## config.mk

```make
export PLATFORM = sky130hd
export DESIGN_NAME = nes_cell
export DESIGN_NICKNAME = d
export VERILOG_FILES = /design/src/rtl/core/nes_pkg.sv /design/src/rtl/core/nes_cell.sv
export SDC_FILE = /design/constraint.sdc
export NUM_CORES = 1
export LEC_CHECK = 0
export ABC_AREA = 0
export BUFFER_PORTS_ARGS = -buffer_cell sky130_fd_sc_hd__buf_4
export CAP_MARGIN = 15
export CORE_MARGIN = 2
export CORE_UTILIZATION = 58
export CTS_BUF_LIST = sky130_fd_sc_hd__clkbuf_8 sky130_fd_sc_hd__clkbuf_16
export DETAILED_ROUTE_END_ITERATION = 10
export GPL_TIMING_DRIVEN = 0
export PLACE_DENSITY = 0.87
export REMOVE_ABC_BUFFERS = 1
export SLEW_MARGIN = 10
export SYNTH_ARGS = -nofsm -noshare
export SYNTH_HDL_FRONTEND = slang
export SYNTH_SLANG_ARGS = --single-unit
```

## constraint.sdc

```tcl
create_clock -name clk -period 6.85 [get_ports clk]
set_input_delay 1.37 -clock clk [delete_from_list [all_inputs] [get_ports clk]]
set_output_delay 1.37 -clock clk [all_outputs]
set_load 0.05 [all_outputs]
```

## src/rtl/core/nes_pkg.sv

```systemverilog
`default_nettype none

package nes_pkg;

  localparam int ID_W      = 5;
  localparam int CD_W      = 32;
  localparam int DELAY_W   = 31;
  localparam int TICK_W    = 18;
  localparam int OP_W      = 2;
  localparam int IN_DATA_W  = 56;
  localparam int OUT_DATA_W = 64;

  localparam logic [OP_W-1:0] OP_SCHEDULE = 2'd0;
  localparam logic [OP_W-1:0] OP_CANCEL   = 2'd1;
  localparam logic [OP_W-1:0] OP_ADVANCE  = 2'd2;

  localparam logic signed [CD_W-1:0] HORIZON = 32'sh0004_0000;
  localparam logic [TICK_W-1:0] IDLE_RESET   = 18'd4096;
  localparam logic signed [CD_W-1:0] CD_MIN  = 32'sh8000_0000;

  // broadcast from controller to every cell
  typedef struct packed {
    logic                 load;
    logic [OP_W-1:0]      op;
    logic [ID_W-1:0]      id;
    logic [DELAY_W-1:0]   delay;
    logic [TICK_W-1:0]    elapsed;
    logic                 kill;
    logic [ID_W-1:0]      kill_id;
  } cmd_t;

  // running minimum handed down the chain
  typedef struct packed {
    logic                   valid;
    logic [ID_W-1:0]        id;
    logic signed [CD_W-1:0] cd;
  } cand_t;

endpackage

`default_nettype wire

```

## src/rtl/core/nes_cell.sv

```systemverilog
`default_nettype none

module nes_cell #(
  parameter int INDEX = 0
) (
  input  wire logic          clk,
  input  wire logic          rst,
  input  wire nes_pkg::cmd_t  cmd,
  input  wire nes_pkg::cand_t cand_in,
  output nes_pkg::cand_t     cand_out
);
  import nes_pkg::*;

  localparam bit               MATCH_OK = (INDEX < (1 << ID_W));
  localparam logic [ID_W-1:0]  IDX      = ID_W'(INDEX);

  logic                   armed;
  logic signed [CD_W-1:0] cd;
  logic signed [CD_W:0]   diff;
  logic signed [CD_W-1:0] cd_sat;
  logic                   hit;
  logic                   kill_hit;
  logic                   better;

  assign hit      = MATCH_OK && (cmd.id == IDX);
  assign kill_hit = MATCH_OK && cmd.kill && (cmd.kill_id == IDX);
  assign diff     = {cd[CD_W-1], cd} - {{(CD_W+1-TICK_W){1'b0}}, cmd.elapsed};
  assign cd_sat   = (diff[CD_W] != diff[CD_W-1]) ? CD_MIN : diff[CD_W-1:0];
  assign better   = armed && (!cand_in.valid || (cd < cand_in.cd));

  always_ff @(posedge clk) begin
    if (rst) begin
      armed <= 1'b0;
      cd    <= '0;
    end else begin
      if (cmd.load) begin
        unique case (cmd.op)
          OP_SCHEDULE: begin
            if (hit) begin
              armed <= 1'b1;
              cd    <= {1'b0, cmd.delay};
            end
          end
          OP_CANCEL: begin
            if (hit) armed <= 1'b0;
          end
          OP_ADVANCE: begin
            if (armed) cd <= cd_sat;
          end
          default: begin
          end
        endcase
      end
      if (kill_hit) armed <= 1'b0;
    end
  end

  always_ff @(posedge clk) begin
    if (rst) begin
      cand_out <= '0;
    end else if (better) begin
      cand_out.valid <= 1'b1;
      cand_out.id    <= IDX;
      cand_out.cd    <= cd;
    end else begin
      cand_out <= cand_in;
    end
  end

endmodule

`default_nettype wire

```

Word-level counts from Yosys, hierarchy flattened

Cells that the tools add are included.

Add/sub/neg operators: 1
Order comparisons: 1
Equality and inequality tests: 6
Multiplexer cells: 8
Reductions and logical operators: 13

Operators by type and width:

| kind                 | number |
|---|---|
| $mux W32             | 3 |
| $pmux W32 S2         | 1 |
| $mux W38             | 1 |
| $sub A32 B19 Y33     | 1 |
| $lt A32 B32 Y1       | 1 |
| $logic_not A5 Y1     | 2 |
| $reduce_and A4 Y1    | 2 |
| $ne A2 B2 Y1 const B | 3 |
| $reduce_bool A2 Y1   | 2 |
| $reduce_or A2 Y1     | 2 |
| $eq A2 B1 Y1 const B | 1 |
| $eq A2 B2 Y1 const B | 1 |
| $logic_and A1 B1 Y1  | 2 |
| $logic_not A2 Y1     | 1 |
| $mux W1              | 2 |
| $pmux W1 S2          | 1 |
| $logic_not A1 Y1     | 1 |
| $logic_or A1 B1 Y1   | 1 |
| $ne A1 B1 Y1         | 1 |

Bits in registers: 71
Input bits: 103
Output and inout port bits: 38
Word-level logic and storage cells: 34

Longest topological paths before layout

Depth after elaboration: 5
Gate-level depth with buffers: 19

Least setup slack after synthesis

No wires, ideal clock.

Path kind: input to register
Start: in cmd[6] (netlist bit)
End: reg cd[19]
Data arrival time: 4.654 ns
Required time: 6.776 ns
Slack: 2.122 ns
Stages: 15
Buffers on the path: 1
Cell sequence: ha_1 -> inv_1 -> fa_1 -> a211oi_1 -> o21ai_0 -> and4_1 -> o21bai_4 -> nand2_1 -> or3_1 -> nor2b_1 -> ha_1 -> or2_2 -> clkbuf_1 -> or4_1 -> a31oi_1

Word-level cells in the longest chain between the ends: 5

RTL lines:

| element              | RTL line       | RTL |
|---|---|---|
| start, declared      | nes_cell.sv:8  | `input wire nes_pkg::cmd_t cmd,` |
| $sub A32 B19 Y33 *   | nes_cell.sv:27 | `assign diff = {cd[CD_W-1], cd} - {{(CD_W+1-TICK_W){1'b0}}, cmd.elapsed};` |
| $ne A1 B1 Y1         | nes_cell.sv:28 | `assign cd_sat = (diff[CD_W] != diff[CD_W-1]) ? CD_MIN : diff[CD_W-1:0];` |
| $mux W32 *           | nes_cell.sv:28 |  |
| $mux W32 *           | nes_cell.sv:48 | `if (armed) cd <= cd_sat;` |
| $pmux W32 S2 *       | nes_cell.sv:37 | `unique case (cmd.op)` |
| end signal, assigned | nes_cell.sv:41 | `cd <= {1'b0, cmd.delay};` |
| end signal, assigned | nes_cell.sv:48 |  |
| end, declared        | nes_cell.sv:18 | `logic signed [CD_W-1:0] cd;` |

Every way passes the cells marked *; elsewhere a longest branch is shown, timed or not. The select of a mux whose other input is x is not followed.
A chain may end at the register's enable or synchronous reset.

Worst setup path in the final report

Start: in cmd[6] (netlist bit)
End: reg cd[25]

Same word-level chain as after synthesis.

==> key figures <==
Layout
  – Final Core Density: 0.745
  – ANT cells: 0
  – Fin nets: 909
  – Layout cell share with drive strength beyond 1: 0.233
  – Area Overhead vs Synth: 25.8%

STA
  – Final Max Slew Viols: 0
  – Setup TNS: 0 ns
  – Period minus WS final: between 5 and 6 ns
  – Endpoints failing hold: 0
  – Worst relative slew slack: 0.427
  – FMAX: between 150 and 200 MHz
  – Worst slew pin tran: 0.860 ns
  – Final period util: 0.774
  – Worst Slack Setup Final: 1.55 ns
  – Final setup fails: 0
  – RSZ-0062 raised after global routing: false
  – Clock skew: between 0.015 and 0.02 ns

Synth
  – Number of synthesized flops with an enable pin: 0
  – Synth warnings: 0
  – Cell area after synthesis: 5140 µm²
  – Synth cell types: 63
  – Post-synthesis adder-cell area fraction: 0.126
  – Cell taking the most area after synthesis: dfxtp_1
  – Mapped Cells: 633
  – Syn avg cell area: slightly above 8 µm²
  – Synth area leaders: dfxtp_1 (28%), ha_1 (12%), nand2b_1 (8.4%)
  – FF+latch count, synth: between 70 and 80
  – Top-count cell post-synth: dfxtp_1
  – Synth top area share: 0.276
  – Fraction of registers with async set or reset after synthesis: 0
  – Compound-gate portion of the synthesized area: 0.196
  – Ys flop type: dfxtp_1
  – Post-synthesis mux area share: 0.0664
  – Seq/Total Area, Yosys: 0.276
  – Commonest cells post-synth: dfxtp_1 (71), nand2b_1 (69), inv_1 (54)
  – Synth Area in XOR/XNOR: 0.0153
  – Simple logic cell fraction of the synthesized area: 0.255
  – Largest family of logic cells by synthesized area: simple AND/OR/NAND/NOR gates

Power and ir drop
  – Pleak: between 3 and 4 nW
  – Pint: 0.721 mW
  – Clk network pwr share: 0.374
  – Combinational Power Share: 0.206
  – P per Cell Area: 158 nW/µm²
  – Sw power: about 0.30 mW
  – Seq pwr share: 0.421
  – Switching power share of the total: 0.294
  – Max VDD drop: 0.000106 V

Routing
  – Antenna-violating nets left: 0
  – WL final: about 14 mm
  – WL/cell: 16.6 µm
  – Iter 0 DRT Violations: 234
  – Remaining DRCs: 0
  – Detailed-route via count: 5076
  – Router iterations before antenna repair: 5
  – Vias per std cell: 5.85

Status
  – Status: finished, final reports clean

Floorplanning
  – I/O pin count: 141
  – Row cnt: 34
  – Core area: 8680 µm²
  – Initial Util: 0.593
  – Die Span Y: 98.2 µm
  – Die Area: approximately 9600 µm²
  – Die W: 98.2 µm

Global route
  – Grt ovf: 0
  – Initial antenna violation count: 0
  – Largest net degree at the start of global routing: 103
  – GR Util All Layers: 0.293
  – First-pass GRT wire length: between 20 and 25 mm
  – Vias in the first global route: approximately 5k

Setup path
  – Critical path startpoint category: input port
  – Critical Path AT: 5.59 ns
  – CP peak stage delay: 0.47 ns
  – Critical path's slowest cell: nor2_2
  – Kind of critical path: in2reg
  – CP Buf/Inv Count: 2
  – Critical Path End Type: flop
  – CP Cell Sequence: buf_4 -> ha_1 -> inv_1 -> fa_1 -> a211oi_1 -> o21ai_0 -> and4_1 -> o21bai_4 -> nand2_1 -> or3_1 -> nor2b_1 -> ha_1 -> nor2_2 -> nand2_2 -> or4_1 -> o21a_1 -> o21ai_2
  – Crit-path leading delay family: simple AND/OR/NAND/NOR gates
  – Required time of the critical path: 7.13 ns
  – Cell repeated most along the worst path: ha_1
  – CP Max Fanout: 8

Place
  – IO buf count: 140
  – GPL Wtd Cong: 0.954
  – Place WS: 1.30 ns
  – Post-DP HPWL: 10.7 mm

Clock network
  – TritonCTS clock tree: yes
  – Setup Fix Bufs, Post-CTS: 0
  – Clk root buf: clkbuf_8
  – Clk_lat worst skew: ~0.36 ns
  – CTS buffer count: 9
  – Clock Path Buffers: 2
  – Clk slew on worst S/H paths: 0.09 ns
  – Post-CTS Hold Buffers: 0
  – Sinks on Clock Net: 71
  – Post-cts resize count: 0
  – H-tree depth: 3

Worst hold path
  – Hold Path Class: reg2reg

Run
  – Max_cap viols: 0
path summary, 6_finish.rpt:
kind | from | to | slack, ns | depth (start not counted)
min reg2reg | cd[0] | cand_out[0] | 0.51 | 2
max reg2reg | cd[0] | cd[25] | 2.23 | 17
min | cd[0] | cand_out[0] | 0.51 | 2
max | cmd[6] | cd[25] | 1.55 | 17
power groups by stage:
stage	clock network (mW)	registers (mW)	logic [mW]
after detailed placement	0	0.439	0.208
after global routing	0.392	0.431	0.225
after CTS	0.380	0.430	0.209
final	0.382	0.430	0.210
after global placement	0	0.439	0.201
after floorplan	0	0.481	0.0717
registers in the layout, indices dropped and copies added, names as in the netlist:
| signal | count |
|---|---|
| armed | 1 |
| cand_out | 38 |
| cd | 32 |
tightest hold or removal path, stage by stage (launching register included):
cell and delay (ns):
dfxtp_1 0.33, nand2b_1 0.07, mux2i_1 0.06
layout make-up:
type	instances	area, µm²
inverter	54	203
fill	709	2210
multi-input combinational	476	3390
clock inverter	7	90.1
timing repair buffer	143	1100
sequential	71	1420
clock buffer	9	124
tap	108	135
cells by family (layout without fill, tap and decap cells):
group / Yosys count / count (layout)
buffers and inverters: 86 / 213
AOI/OAI and AO/OA: 145 / 145
xor gates and xnor gates: 9 / 9
DFF: 71 / 71
muxes: 34 / 34
adders and majority gates: 51 / 51
and+or+nand+nor: 237 / 237
per-stage QoR:
step / cells / hold WS, ns / instance area (µm²) / power (mW)
after floorplan: 601 / 0.463 / 5010 / 0.553
after global placement: 849 / 0.481 / 6200 / 0.640
after detailed placement: 852 / 0.492 / 6250 / 0.648
after CTS: 868 / 0.515 / 6470 / 1.02
after global routing: 868 / 0.536 / 6470 / 1.05
final: 868 / 0.510 / 6470 / 1.02
metal layers:
metal / wire length (µm) / track usage / vias up
met3: 684 / 0.0279 / 16
li1: - / - / 2515
met5: 0 / 0 / -
met2: 7010 / 0.502 / 157
met4: 212 / 0.0875 / 0
met1: 6520 / 0.394 / 2388
placed cells by master (no fill, tap or decap), types with 10 or more instances in the layout:
| cell type | Yosys | layout |
|---|---|---|
| o21ai_0 | 20 | 20 |
| mux2i_1 | 33 | 33 |
| nand2b_1 | 69 | 68 |
| a21oi_1 | 34 | 34 |
| dfxtp_1 | 71 | 71 |
| nor2_1 | 36 | 35 |
| ha_1 | 50 | 50 |
| buf_4 | 1 | 140 |
| a211oi_1 | 14 | 14 |
| nand2_1 | 39 | 39 |
| inv_1 | 54 | 56 |
| nor3_1 | 20 | 20 |
| o21a_1 | 10 | 10 |
| nand3_1 | 14 | 14 |
Note: power is estimated with default switching activity, not from simulation.
