File: src/rtl/core/nes_pkg.sv
`default_nettype none

package nes_pkg;

  localparam int ID_W      = 5;
  localparam int CD_W      = 32;
  localparam int DELAY_W   = 31;
  localparam int TICK_W    = 18;
  localparam int OP_W      = 2;
  localparam int IN_DATA_W  = 56;
  localparam int OUT_DATA_W = 64;

  localparam logic [OP_W-1:0] OP_SCHEDULE = 2'd0;
  localparam logic [OP_W-1:0] OP_CANCEL   = 2'd1;
  localparam logic [OP_W-1:0] OP_ADVANCE  = 2'd2;

  localparam logic signed [CD_W-1:0] HORIZON = 32'sh0004_0000;
  localparam logic [TICK_W-1:0] IDLE_RESET   = 18'd4096;
  localparam logic signed [CD_W-1:0] CD_MIN  = 32'sh8000_0000;

  // broadcast from controller to every cell
  typedef struct packed {
    logic                 load;
    logic [OP_W-1:0]      op;
    logic [ID_W-1:0]      id;
    logic [DELAY_W-1:0]   delay;
    logic [TICK_W-1:0]    elapsed;
    logic                 kill;
    logic [ID_W-1:0]      kill_id;
  } cmd_t;

  // running minimum handed down the chain
  typedef struct packed {
    logic                   valid;
    logic [ID_W-1:0]        id;
    logic signed [CD_W-1:0] cd;
  } cand_t;

endpackage

`default_nettype wire

File: src/rtl/core/nes_ctrl.sv
`default_nettype none

module nes_ctrl #(
  parameter int NUM_SLOTS = 32
) (
  input  wire logic                              clk,
  input  wire logic                              rst,
  input  wire logic                              s_tvalid,
  output logic                                   s_tready,
  input  wire logic [nes_pkg::IN_DATA_W-1:0]     s_tdata,
  input  wire logic [nes_pkg::OP_W-1:0]          s_tuser,
  output logic                                   m_tvalid,
  input  wire logic                              m_tready,
  output logic [nes_pkg::OUT_DATA_W-1:0]         m_tdata,
  output logic                                   m_tlast,
  input  wire logic                              cfg_valid,
  output logic                                   cfg_ready,
  input  wire logic [nes_pkg::TICK_W-1:0]        cfg_data,
  input  wire nes_pkg::cand_t                    best,
  output nes_pkg::cmd_t                          cmd
);
  import nes_pkg::*;

  localparam int CW = $clog2(NUM_SLOTS + 1);
  localparam logic [CW-1:0] CNT_DONE = CW'(NUM_SLOTS);

  localparam logic ST_IDLE   = 1'b0;
  localparam logic ST_SEARCH = 1'b1;

  logic              state;
  logic [CW-1:0]     cnt;
  logic              fire_mode;
  logic [TICK_W-1:0] idle_interval;

  logic              accept;
  logic              out_free;
  logic              done;
  logic              fire_now;
  logic              fin_now;
  logic              near;
  logic [TICK_W-1:0] delta;

  logic              fired;
  logic [ID_W-1:0]   fired_id;
  logic [CD_W-1:0]   lateness;
  logic              next_valid;
  logic [ID_W-1:0]   next_id;
  logic [TICK_W-1:0] next_delta;

  assign s_tready  = (state == ST_IDLE);
  assign cfg_ready = 1'b1;
  assign accept    = s_tvalid && s_tready;
  assign out_free  = !m_tvalid || m_tready;
  assign done      = (state == ST_SEARCH) && (cnt == CNT_DONE) && out_free;
  assign fire_now  = done && fire_mode && best.valid && (best.cd <= 0);
  assign fin_now   = done && !fire_now;
  assign near      = best.valid && (best.cd < HORIZON);
  assign delta     = best.cd[CD_W-1] ? '0 : best.cd[TICK_W-1:0];

  assign cmd.load    = accept;
  assign cmd.op      = s_tuser;
  assign cmd.id      = s_tdata[ID_W-1:0];
  assign cmd.delay   = s_tdata[ID_W+DELAY_W-1:ID_W];
  assign cmd.elapsed = s_tdata[ID_W+DELAY_W+TICK_W-1:ID_W+DELAY_W];
  assign cmd.kill    = fire_now;
  assign cmd.kill_id = best.id;

  assign m_tdata = {{(OUT_DATA_W-2*ID_W-CD_W-TICK_W-2){1'b0}},
                    next_delta, next_id, next_valid, lateness, fired_id, fired};

  always_ff @(posedge clk) begin
    if (rst) begin
      idle_interval <= IDLE_RESET;
    end else if (cfg_valid && cfg_ready) begin
      idle_interval <= cfg_data;
    end
  end

  always_ff @(posedge clk) begin
    if (rst) begin
      state     <= ST_IDLE;
      cnt       <= '0;
      fire_mode <= 1'b0;
    end else begin
      unique case (state)
        ST_IDLE: begin
          if (accept) begin
            state     <= ST_SEARCH;
            cnt       <= '0;
            fire_mode <= (s_tuser == OP_ADVANCE);
          end
        end
        ST_SEARCH: begin
          if (fire_now) begin
            cnt <= '0;
          end else if (fin_now) begin
            state <= ST_IDLE;
          end else if (cnt != CNT_DONE) begin
            cnt <= cnt + 1'b1;
          end
        end
        default: begin
          state <= ST_IDLE;
        end
      endcase
    end
  end

  always_ff @(posedge clk) begin
    if (rst) begin
      m_tvalid <= 1'b0;
    end else if (fire_now || fin_now) begin
      m_tvalid <= 1'b1;
    end else if (m_tready) begin
      m_tvalid <= 1'b0;
    end
  end

  always_ff @(posedge clk) begin
    if (fire_now) begin
      fired      <= 1'b1;
      fired_id   <= best.id;
      lateness   <= best.cd;
      next_valid <= 1'b0;
      next_id    <= '0;
      next_delta <= '0;
      m_tlast    <= 1'b0;
    end else if (fin_now) begin
      fired      <= 1'b0;
      fired_id   <= '0;
      lateness   <= '0;
      next_valid <= near;
      next_id    <= near ? best.id : '0;
      next_delta <= near ? delta : idle_interval;
      m_tlast    <= 1'b1;
    end
  end

`ifndef SYNTH
  a_accept_starts_search: assert property (@(posedge clk) disable iff (rst)
    accept |=> (state == ST_SEARCH) && (cnt == '0))
    else $error("search did not restart after accepted request");

  a_fire_restarts: assert property (@(posedge clk) disable iff (rst)
    fire_now |=> (state == ST_SEARCH) && (cnt == '0) && m_tvalid && !m_tlast)
    else $error("fired result not followed by a fresh search");

  a_final_ends_item: assert property (@(posedge clk) disable iff (rst)
    fin_now |=> (state == ST_IDLE) && m_tvalid && m_tlast)
    else $error("final result did not close the request");

  a_fire_only_advance: assert property (@(posedge clk) disable iff (rst)
    fire_now |-> fire_mode && (best.cd <= 0))
    else $error("slot fired outside an advance");
`endif

endmodule

`default_nettype wire

File: config.mk
export PLATFORM = sky130hd
export DESIGN_NAME = nes_ctrl
export DESIGN_NICKNAME = d
export VERILOG_FILES = /design/src/rtl/core/nes_pkg.sv /design/src/rtl/core/nes_ctrl.sv
export SDC_FILE = /design/constraint.sdc
export NUM_CORES = 1
export LEC_CHECK = 0
export BUFFER_PORTS_ARGS = -buffer_cell sky130_fd_sc_hd__buf_2
export CAP_MARGIN = 20
export CORE_MARGIN = 3
export CORE_UTILIZATION = 44
export DETAILED_ROUTE_END_ITERATION = 6
export GPL_ROUTABILITY_DRIVEN = 0
export HOLD_SLACK_MARGIN = 0.1
export PLACE_DENSITY_LB_ADDON = 0.12
export RECOVER_POWER = 100
export SYNTH_ARGS = -nofsm -noshare
export SYNTH_HDL_FRONTEND = slang
export SYNTH_SLANG_ARGS = --single-unit
export TNS_END_PERCENT = 30
File: constraint.sdc
create_clock -name clk -period 2.8 [get_ports clk]
set_clock_uncertainty 0.05 [all_clocks]
set_input_delay 0.28 -clock clk [delete_from_list [all_inputs] [get_ports clk]]
set_output_delay 0.28 -clock clk [all_outputs]
set_load 0.05 [all_outputs]
# Word level (Yosys, flattened, before mapping)

Index checks and enable logic that the tools add are counted.

Add/sub/neg operators: 1
Magnitude comparators: 2
Eq/ne operators: 6
Muxes and demuxes: 18
Bitwise logic cells: 1
Reduce and logical (&&, ||, !) cells: 16

Operator list:

| kind                                                         | count |
|---|---|
| 2-to-1 mux 32 bit                                            | 2 |
| 2-to-1 mux 18 bit                                            | 2 |
| <= comparator 32 x 1 -> 1 bit, second input constant         | 1 |
| less-than comparator 32 x 20 -> 1 bit, second input constant | 1 |
| 2-to-1 mux 6 bit                                             | 4 |
| 2-to-1 mux 5 bit                                             | 3 |
| one-hot mux 6 bit (2 select lines)                           | 1 |
| logical AND 1 bit                                            | 8 |
| adder 6 x 1 -> 6 bit, second input constant                  | 1 |
| equality test 6 bit, second input constant                   | 1 |
| inequality test 6 bit, second input constant                 | 1 |
| 2-to-1 mux 1 bit                                             | 5 |
| nonzero test 2 bit                                           | 2 |
| inequality test 3 x 1 -> 1 bit, second input constant        | 1 |
| inequality test 3 bit, second input constant                 | 1 |
| AND reduction 3 bit                                          | 1 |
| equality test 2 bit, second input constant                   | 1 |
| logical NOT 1 bit                                            | 2 |
| logical OR 1 bit                                             | 2 |
| inequality test 2 x 1 -> 1 bit, second input constant        | 1 |
| one-hot mux 1 bit (2 select lines)                           | 1 |
| AND reduction 2 bit                                          | 1 |
| NOT 1 bit                                                    | 1 |

Flip-flop bits (word level): 90
Input port bits: 119
Output and inout port bits: 131

# Logic depth before layout (Yosys ltp)

Gate-level depths: netlist of the first run.

Word-level depth: 11
Gate-level depth with buffers: 11

# Worst setup path before layout of the first run

Ideal clock, no wire load.

Kind: flip-flop to flip-flop
Start: register cnt[2]
End: register fired_id[0], enable pin
Library setup time: 380 ps
Arrival: 1772 ps
Slack: 598 ps
Cell stages (with the launch flop): 6
Buffers on the path: 1
Clock period less this slack: 2202 ps
Cell sequence: dfxtp_1 or4b_4 nor2_4 nand2_4 clkinv_4 buf_2

Longest elaborated chain between the ends: 9

Ends and longest elaborated chain:

| element                                 | RTL line        | source |
|---|---|---|
| start, declared                         | nes_ctrl.sv:31  | `logic [CW-1:0] cnt;` |
| start signal, assigned                  | nes_ctrl.sv:99  | `cnt <= cnt + 1'b1;` |
| equality test 6 bit (*)                 | nes_ctrl.sv:54  | `assign done = (state == ST_SEARCH) && (cnt == CNT_DONE) && out_free;` |
| logical AND 1 bit (*) (2 in a row)      | nes_ctrl.sv:54  |  |
| logical AND 1 bit (3 in a row)          | nes_ctrl.sv:55  | `assign fire_now = done && fire_mode && best.valid && (best.cd <= 0);` |
| logical NOT 1 bit                       | nes_ctrl.sv:56  | `assign fin_now = done && !fire_now;` |
| logical AND 1 bit                       | nes_ctrl.sv:56  |  |
| nonzero test 2 bit (no source line) (*) | n/a             |  |
| end signal, assigned                    | nes_ctrl.sv:122 | `fired_id <= best.id;` |
| end, declared                           | nes_ctrl.sv:44  | `logic [ID_W-1:0] fired_id;` |

Every way passes the cells marked *; elsewhere a longest branch is shown, timed or not.
A chain may end at the register's enable or synchronous reset.

==> results of run 1 <==
metrics by stage:
stage                util  instances  setup slack [ps]  hold WS (ps)  cell area (µm²)
global route        0.511        608              59.4           115             4580
detailed placement  0.497        589               577           389             4460
floorplan               -        413               598           358             4190
CTS                 0.522        608               182           101             4680
global placement    0.497        589               598           381             4460
finish              0.511        608               179           117             4580
tightest hold or removal path, delay by kind of cell:
kind	cells	cell delay [ps]
muxes	1	60
and+or+nand+nor	1	70
buffers and inverters	1	80
kinds of logic after synthesis:
family | count (synthesis) | share of synthesized area
muxes | 19 | 0.0455
other | 2 | 0.00180
and+or+nand+nor | 159 | 0.200
buffers and inverters | 97 | 0.157
adders and majority gates | 2 | 0.00598
DFF | 90 | 0.519
AOI/OAI and AO/OA | 43 | 0.0709
cells in the mapped netlist, types with 2 or more instances:
cell | number | area, µm²
a21o_1 | 2 | 15.0
a21oi_1 | 4 | 20.0
a31oi_1 | 2 | 12.5
a32oi_1 | 2 | 17.5
and2_1 | 37 | 231
and4_1 | 2 | 17.5
buf_2 | 3 | 15.0
buf_4 | 69 | 518
buf_6 | 3 | 33.8
clkbuf_1 | 15 | 56.3
conb_1 | 2 | 7.51
dfxtp_1 | 53 | 1060
edfxtp_1 | 37 | 1110
ha_1 | 2 | 25.0
inv_1 | 4 | 15.0
mux2i_1 | 19 | 190
nand2_1 | 46 | 173
nand3_1 | 7 | 35.0
nand4_1 | 18 | 113
nor2_1 | 27 | 101
nor2b_1 | 2 | 12.5
nor3_1 | 4 | 20.0
nor4_1 | 6 | 37.5
o211ai_1 | 18 | 135
o21a_1 | 3 | 22.5
o21ai_0 | 7 | 35.0
how the worst min path moves through the flow:
stage | start | end | slack (ps) | depth (start not counted)
2_1_floorplan | cfg_data[12] | idle_interval[12]$_SDFFE_PP1P_ | 360 | 2
3_3_place_gp | fired$_SDFFE_PP1P_ | fired$_SDFFE_PP1P_ | 380 | 1
3_5_place_dp | next_valid$_SDFFE_PP0P_ | next_valid$_SDFFE_PP0P_ | 390 | 2
4_1_cts | cfg_data[1] | idle_interval[1]$_SDFFE_PP0P_ | 100 | 3
5_1_grt | cfg_data[1] | idle_interval[1]$_SDFFE_PP0P_ | 120 | 3
6_report | cfg_data[1] | idle_interval[1]$_SDFFE_PP0P_ | 120 | 3
final cells by class:
| type | instances | share of cell area |
|---|---|---|
| Sequential cell | 90 | 0.474 |
| Multi-Input combinational cell | 226 | 0.296 |
| Timing Repair Buffer | 144 | 0.148 |
| Tap cell | 126 | 0.0344 |
| Clock buffer | 9 | 0.0270 |
| Clock inverter | 7 | 0.0153 |
| Inverter | 6 | 0.00600 |
placed cells by master, fill, tap and decap left out, types with 18 or more instances in the layout:
cell      synthesis  layout
mux2i_1          19      19
edfxtp_1         37      37
dfxtp_1          53      53
and2_1           37      26
clkbuf_1         15      74
nand2_1          46      46
buf_2             3      62
o211ai_1         18      18
nand4_1          18      18
nor2_1           27      27
power by group:
| group | internal, mW | switching, mW | total, mW |
|---|---|---|---|
| clock network | 0.411 | 0.463 | 0.874 |
| registers | 1.37 | 0.0133 | 1.38 |
| logic | 0.0668 | 0.115 | 0.181 |
| total | 1.85 | 0.591 | 2.44 |
metal layers:
layer  track usage  vias up  part of all wire
met3        0.0473       42             0.076
met4        0.0931        0             0.036
met5             0        -                 0
li1              -     1482                 -
met2         0.298      118              0.46
met1         0.230     1384              0.43
registers in the layout, indices dropped and copies added (netlist names):
| register | flops |
|---|---|
| cnt | 6 |
| lateness | 32 |
| fired | 1 |
| next_valid | 1 |
| fire_mode | 1 |
| next_delta | 18 |
| next_id | 5 |
| fired_id | 5 |
| state | 1 |
| m_tlast | 1 |
| idle_interval | 18 |
| m_tvalid | 1 |
timing repair:
item,4_1_cts,5_1_grt
hold endpoints to repair,3,0
setup endpoints to repair,0,0
hold buffers,3,0
==> results_dict.tcl, run 1 <==
set metrics [dict create \
    cts_tree "built" \
    slew_viol_final 0 \
    peakVddDrop_v 0.000242 \
    grt_first_pass_wirelength_um 16000 \
    synth_cells 412 \
    required_ps 2470 \
    dieArea_um2 10700 \
    ys_seq_elements 90 \
    clock_sinks 90 \
    numCtsBuffers 9 \
    netlist_area_um2 4180 \
    clk_pin_slew_ps 90 \
    core_um2 8980 \
    crit_slowest_cell "or4b_1" \
    cp-end-kind "primary output" \
    setup_violations 0 \
    min_period_ps 2620 \
    grt_overflow 0 \
    drcViolationCount 0 \
    avgSynthCellArea_um2 10.2 \
    grt_start_max_net_pins 81 \
    crit_family "simple AND/OR/NAND/NOR gates" \
    clk_latency_ps 350 \
    worstPathMaxFanout 10 \
    final_nets 598 \
    crit_start "cnt[2]$_SDFFE_PP0P_" \
    p_leak_nw 1.80 \
    start_util 0.466 \
    grt_setup_unrepaired "false" \
    first_global_vias 2994 \
    synth_edf_count 37 \
    cp.depth 8 \
    slew_headroom 0.138 \
    hold_class "input port to flip-flop" \
    grt_usage 0.185 \
    critPathCapture "cmd[5]" \
    critical_path.cell_chain "or4b_1, nor2_4, nand2_4, clkinv_4, nand3_4, nor2_2, buf_4, buf_2" \
    std_cell_rows 34 \
    vias_per_cell 4.98 \
    fin_crit_sh 0.936 \
    ctsLongestPathBuffers 2 \
    ys.flop_type "dfxtp_1" \
    syn2layout_area_growth_pct 9.60 \
    finalPower_mw 2.44 \
    multiInputGateArea_um2 1360 \
    yosys_warnings 0 \
    setup.worst_path.class "flip-flop to primary output" \
    fmaxAchievable_mhz 381 \
    dr.pass1.iters 4 \
    synthArstFlopShare 0 \
    drive_above_1_share 0.185 \
    ys_types 44 \
    setup_tns_ps 0 \
    cp_slowest_stage_delay_ps 600 \
    worst_slew_pin_slew_ps 1290 \
    ant_nets 0 \
    drtIter0Drc 145 \
    clockRootBuffer "clkbuf_8" \
    post-cts-setup-buffers 0 \
    place_hpwl_um 7420 \
    cp-start-kind "flip-flop" \
    wire_per_inst_um 16.8 \
    grt_antenna_before_repair 0 \
    reg2reg_depth 8 \
    die_x_um 104 \
    regToRegSetupSlack_ps 460 \
    cts_resized 0 \
    ios 250 \
    seq_area_um2 2170 \
    die_h_um 104 \
    cap_violations 0 \
    outcome "complete, no violations" \
    seq_area_frac_synth 0.519 \
    powerDensity_nw_per_um2 532 \
    num-fill-cells 881 \
    routed_wl_um 10200 \
    critical_path_arrival_ps 2290 \
    num_vias 3026 \
    h-tree-depth 3 \
    hold_viol 0 \
    io_buffers 136 \
    n_antenna_cell 0 \
    crit_buf_inv 3 \
    rr_startpoint "cnt[2]$_SDFFE_PP0P_" \
    r2r_end "lateness[20]$_SDFFCE_PN0P_" \
]
Note: power is estimated with default switching activity, not from simulation.
==> inputs of run 2 (changes only) <==
Settings changed: CORE_UTILIZATION 44 to 39, CTS_CLUSTER_DIAMETER set to 60.
Clock period 2.8 ns to 2.2 ns, I/O delays scaled along.
==> run 2 against run 1 <==
Critical path depth decreased by 1. Non-clock buffer count increased by 42. Total power increased by 32%. Combinational power increased by 52%. Sequential share of layout area decreased by 4.2 points. Design area increased by 10%. Via count increased by 3.8%. Setup slack got worse by 120 ps. First-iteration DRC count decreased by 18%. Routed wire length increased by 7.0%. Largest cell class unchanged.
==> results_dict.tcl, run 2 (synthesis results as in run 1) <==
set metrics [dict create \
    outcome "complete, no violations" \
    fin_crit_sh 0.974 \
    cap_violations 0 \
    switching_share 0.246 \
    clk_pin_slew_ps 100 \
    pwr-share-comb 0.085 \
    post-place-cells 603 \
    grt_setup_unrepaired "true" \
    syn2layout_area_growth_pct 20.6 \
    die_x_um 110 \
    clk_latency_ps 360 \
    wire_per_inst_um 16.5 \
    drive_above_1_share 0.197 \
    pwr-share-seq 0.545 \
    clockRootBuffer "clkbuf_8" \
    cts_tree "built" \
    drtIter0Drc 119 \
    numCtsBuffers 9 \
    num_vias 3140 \
    start_util 0.403 \
    slew_viol_final 0 \
    cp-end-kind "primary output" \
    ios 250 \
    layout_common_cells "clkbuf_1, buf_2, dfxtp_1" \
    routed_wl_um 10900 \
    worstPathMaxFanout 2 \
    setup.worst_path.class "flip-flop to primary output" \
    grt_first_pass_wirelength_um 16000 \
    regMostFlops "lateness" \
    io_buffers 136 \
    crit_slowest_cell "or4b_4" \
    grt_overflow 0 \
    n_antenna_cell 0 \
    netSwitchingPower_mw 0.794 \
    required_ps 1930 \
    num-fill-cells 1054 \
    critical_path_arrival_ps 1870 \
    layout.cells.non_filler 660 \
    crit_family "simple AND/OR/NAND/NOR gates" \
    clock_sinks 90 \
    clkPwrFrac 0.370 \
    cp-start-kind "flip-flop" \
    worst_slew_pin_slew_ps 660 \
    finalPower_mw 3.23 \
    largest_registers "lateness: 32 flops, idle_interval: 18 flops, next_delta: 18 flops" \
    place_hpwl_um 7920 \
    min_period_ps 2140 \
    dr.pass1.iters 4 \
    final_nets 640 \
    final_common_cell "clkbuf_1" \
    p_int_mw 2.44 \
    hold_ws_ps 113 \
    grt_start_max_net_pins 59 \
    critical_path.cell_chain "or4b_4, nor2_4, nand2_4, clkinv_4, nand3_4, nor2_4, buf_8" \
    ant_nets 0 \
    h-tree-depth 3 \
    p_leak_nw 2.01 \
    drcViolationCount 0 \
    setup_violations 0 \
    fmaxAchievable_mhz 466 \
    hold_viol 0 \
    core_um2 10400 \
    first_global_vias 2934 \
    vias_per_cell 4.76 \
    powerDensity_nw_per_um2 641 \
    largest_reg_flops 32 \
    hold_class "input port to flip-flop" \
    std_cell_rows 37 \
    dieArea_um2 12000 \
    slew_headroom 0.562 \
    grt_antenna_before_repair 0 \
    peakVddDrop_v 0.000289 \
    die_h_um 110 \
    grt_usage 0.176 \
    crit_buf_inv 2 \
    cp_slowest_stage_delay_ps 550 \
    path_common_cell "nor2_4" \
    ctsLongestPathBuffers 2 \
]
run 2: repair_timing:
item | 4_1_cts | 5_1_grt
hold endpoints to repair | 31 | 4
resized for setup | 6 | 1
hold buffers | 30 | 4
pin swaps | 2 | 3
cloned | 0 | 0
endpoints found under the setup margin | 1 | 1
setup buffers | 3 | 4
run 2: power by group through the flow:
| stage | registers (mW) | clock network (mW) | logic [mW] |
|---|---|---|---|
| after global routing | 1.77 | 1.30 | 0.297 |
| after detailed placement | 1.80 | 0 | 0.231 |
| after global placement | 1.80 | 0 | 0.229 |
| after floorplan | 1.79 | 0 | 0.410 |
| after CTS | 1.76 | 1.23 | 0.273 |
| final | 1.76 | 1.20 | 0.275 |
run 2: path summary, 6_finish.rpt:
| kind | from | end | slack (ps) | cells after the start |
|---|---|---|---|---|
| worst min-delay path | best[26] | lateness[26]$_SDFFCE_PN0P_ | 110 | 2 |
| worst max-delay path | cnt[3]$_SDFFE_PP0P_ | cmd[5] | 60 | 7 |
| worst min register to register | next_valid$_SDFFE_PP0P_ | next_valid$_SDFFE_PP0P_ | 400 | 2 |
| worst max register to register | cnt[3]$_SDFFE_PP0P_ | cnt[0]$_SDFFE_PP0P_ | 120 | 9 |
run 2: layer usage:
| layer | up-vias | share of wire | GRT usage |
|---|---|---|---|
| met5 | - | 0 | 0 |
| met4 | 0 | 0.011 | 0.0561 |
| met3 | 19 | 0.088 | 0.0493 |
| met2 | 135 | 0.48 | 0.291 |
| met1 | 1423 | 0.42 | 0.222 |
| li1 | 1563 | - | - |
run 2: cell type report:
cell class | instances | area (µm²) | share of cell area
sequential | 90 | 2180 | 0.432
multi-input combinational | 226 | 1360 | 0.270
timing repair buffer | 186 | 1090 | 0.217
tap | 136 | 170 | 0.0337
clock buffer | 10 | 138 | 0.0273
clock inverter | 6 | 72.6 | 0.0144
inverter | 6 | 27.5 | 0.00546
run 2: per-stage QoR:
| step | area [µm²] | utilization | TNS [ps] | setup WS (ps) |
|---|---|---|---|---|
| 3_3_place_gp | 4510 | 0.435 | 0 | 171 |
| 3_5_place_dp | 4510 | 0.435 | 0 | 149 |
| 6_report | 5040 | 0.486 | 0 | 56.1 |
| 2_1_floorplan | 4190 | - | 0 | 70.0 |
| 5_1_grt | 5040 | 0.486 | -31.2 | -31.2 |
| 4_1_cts | 5060 | 0.488 | 0 | 20.9 |
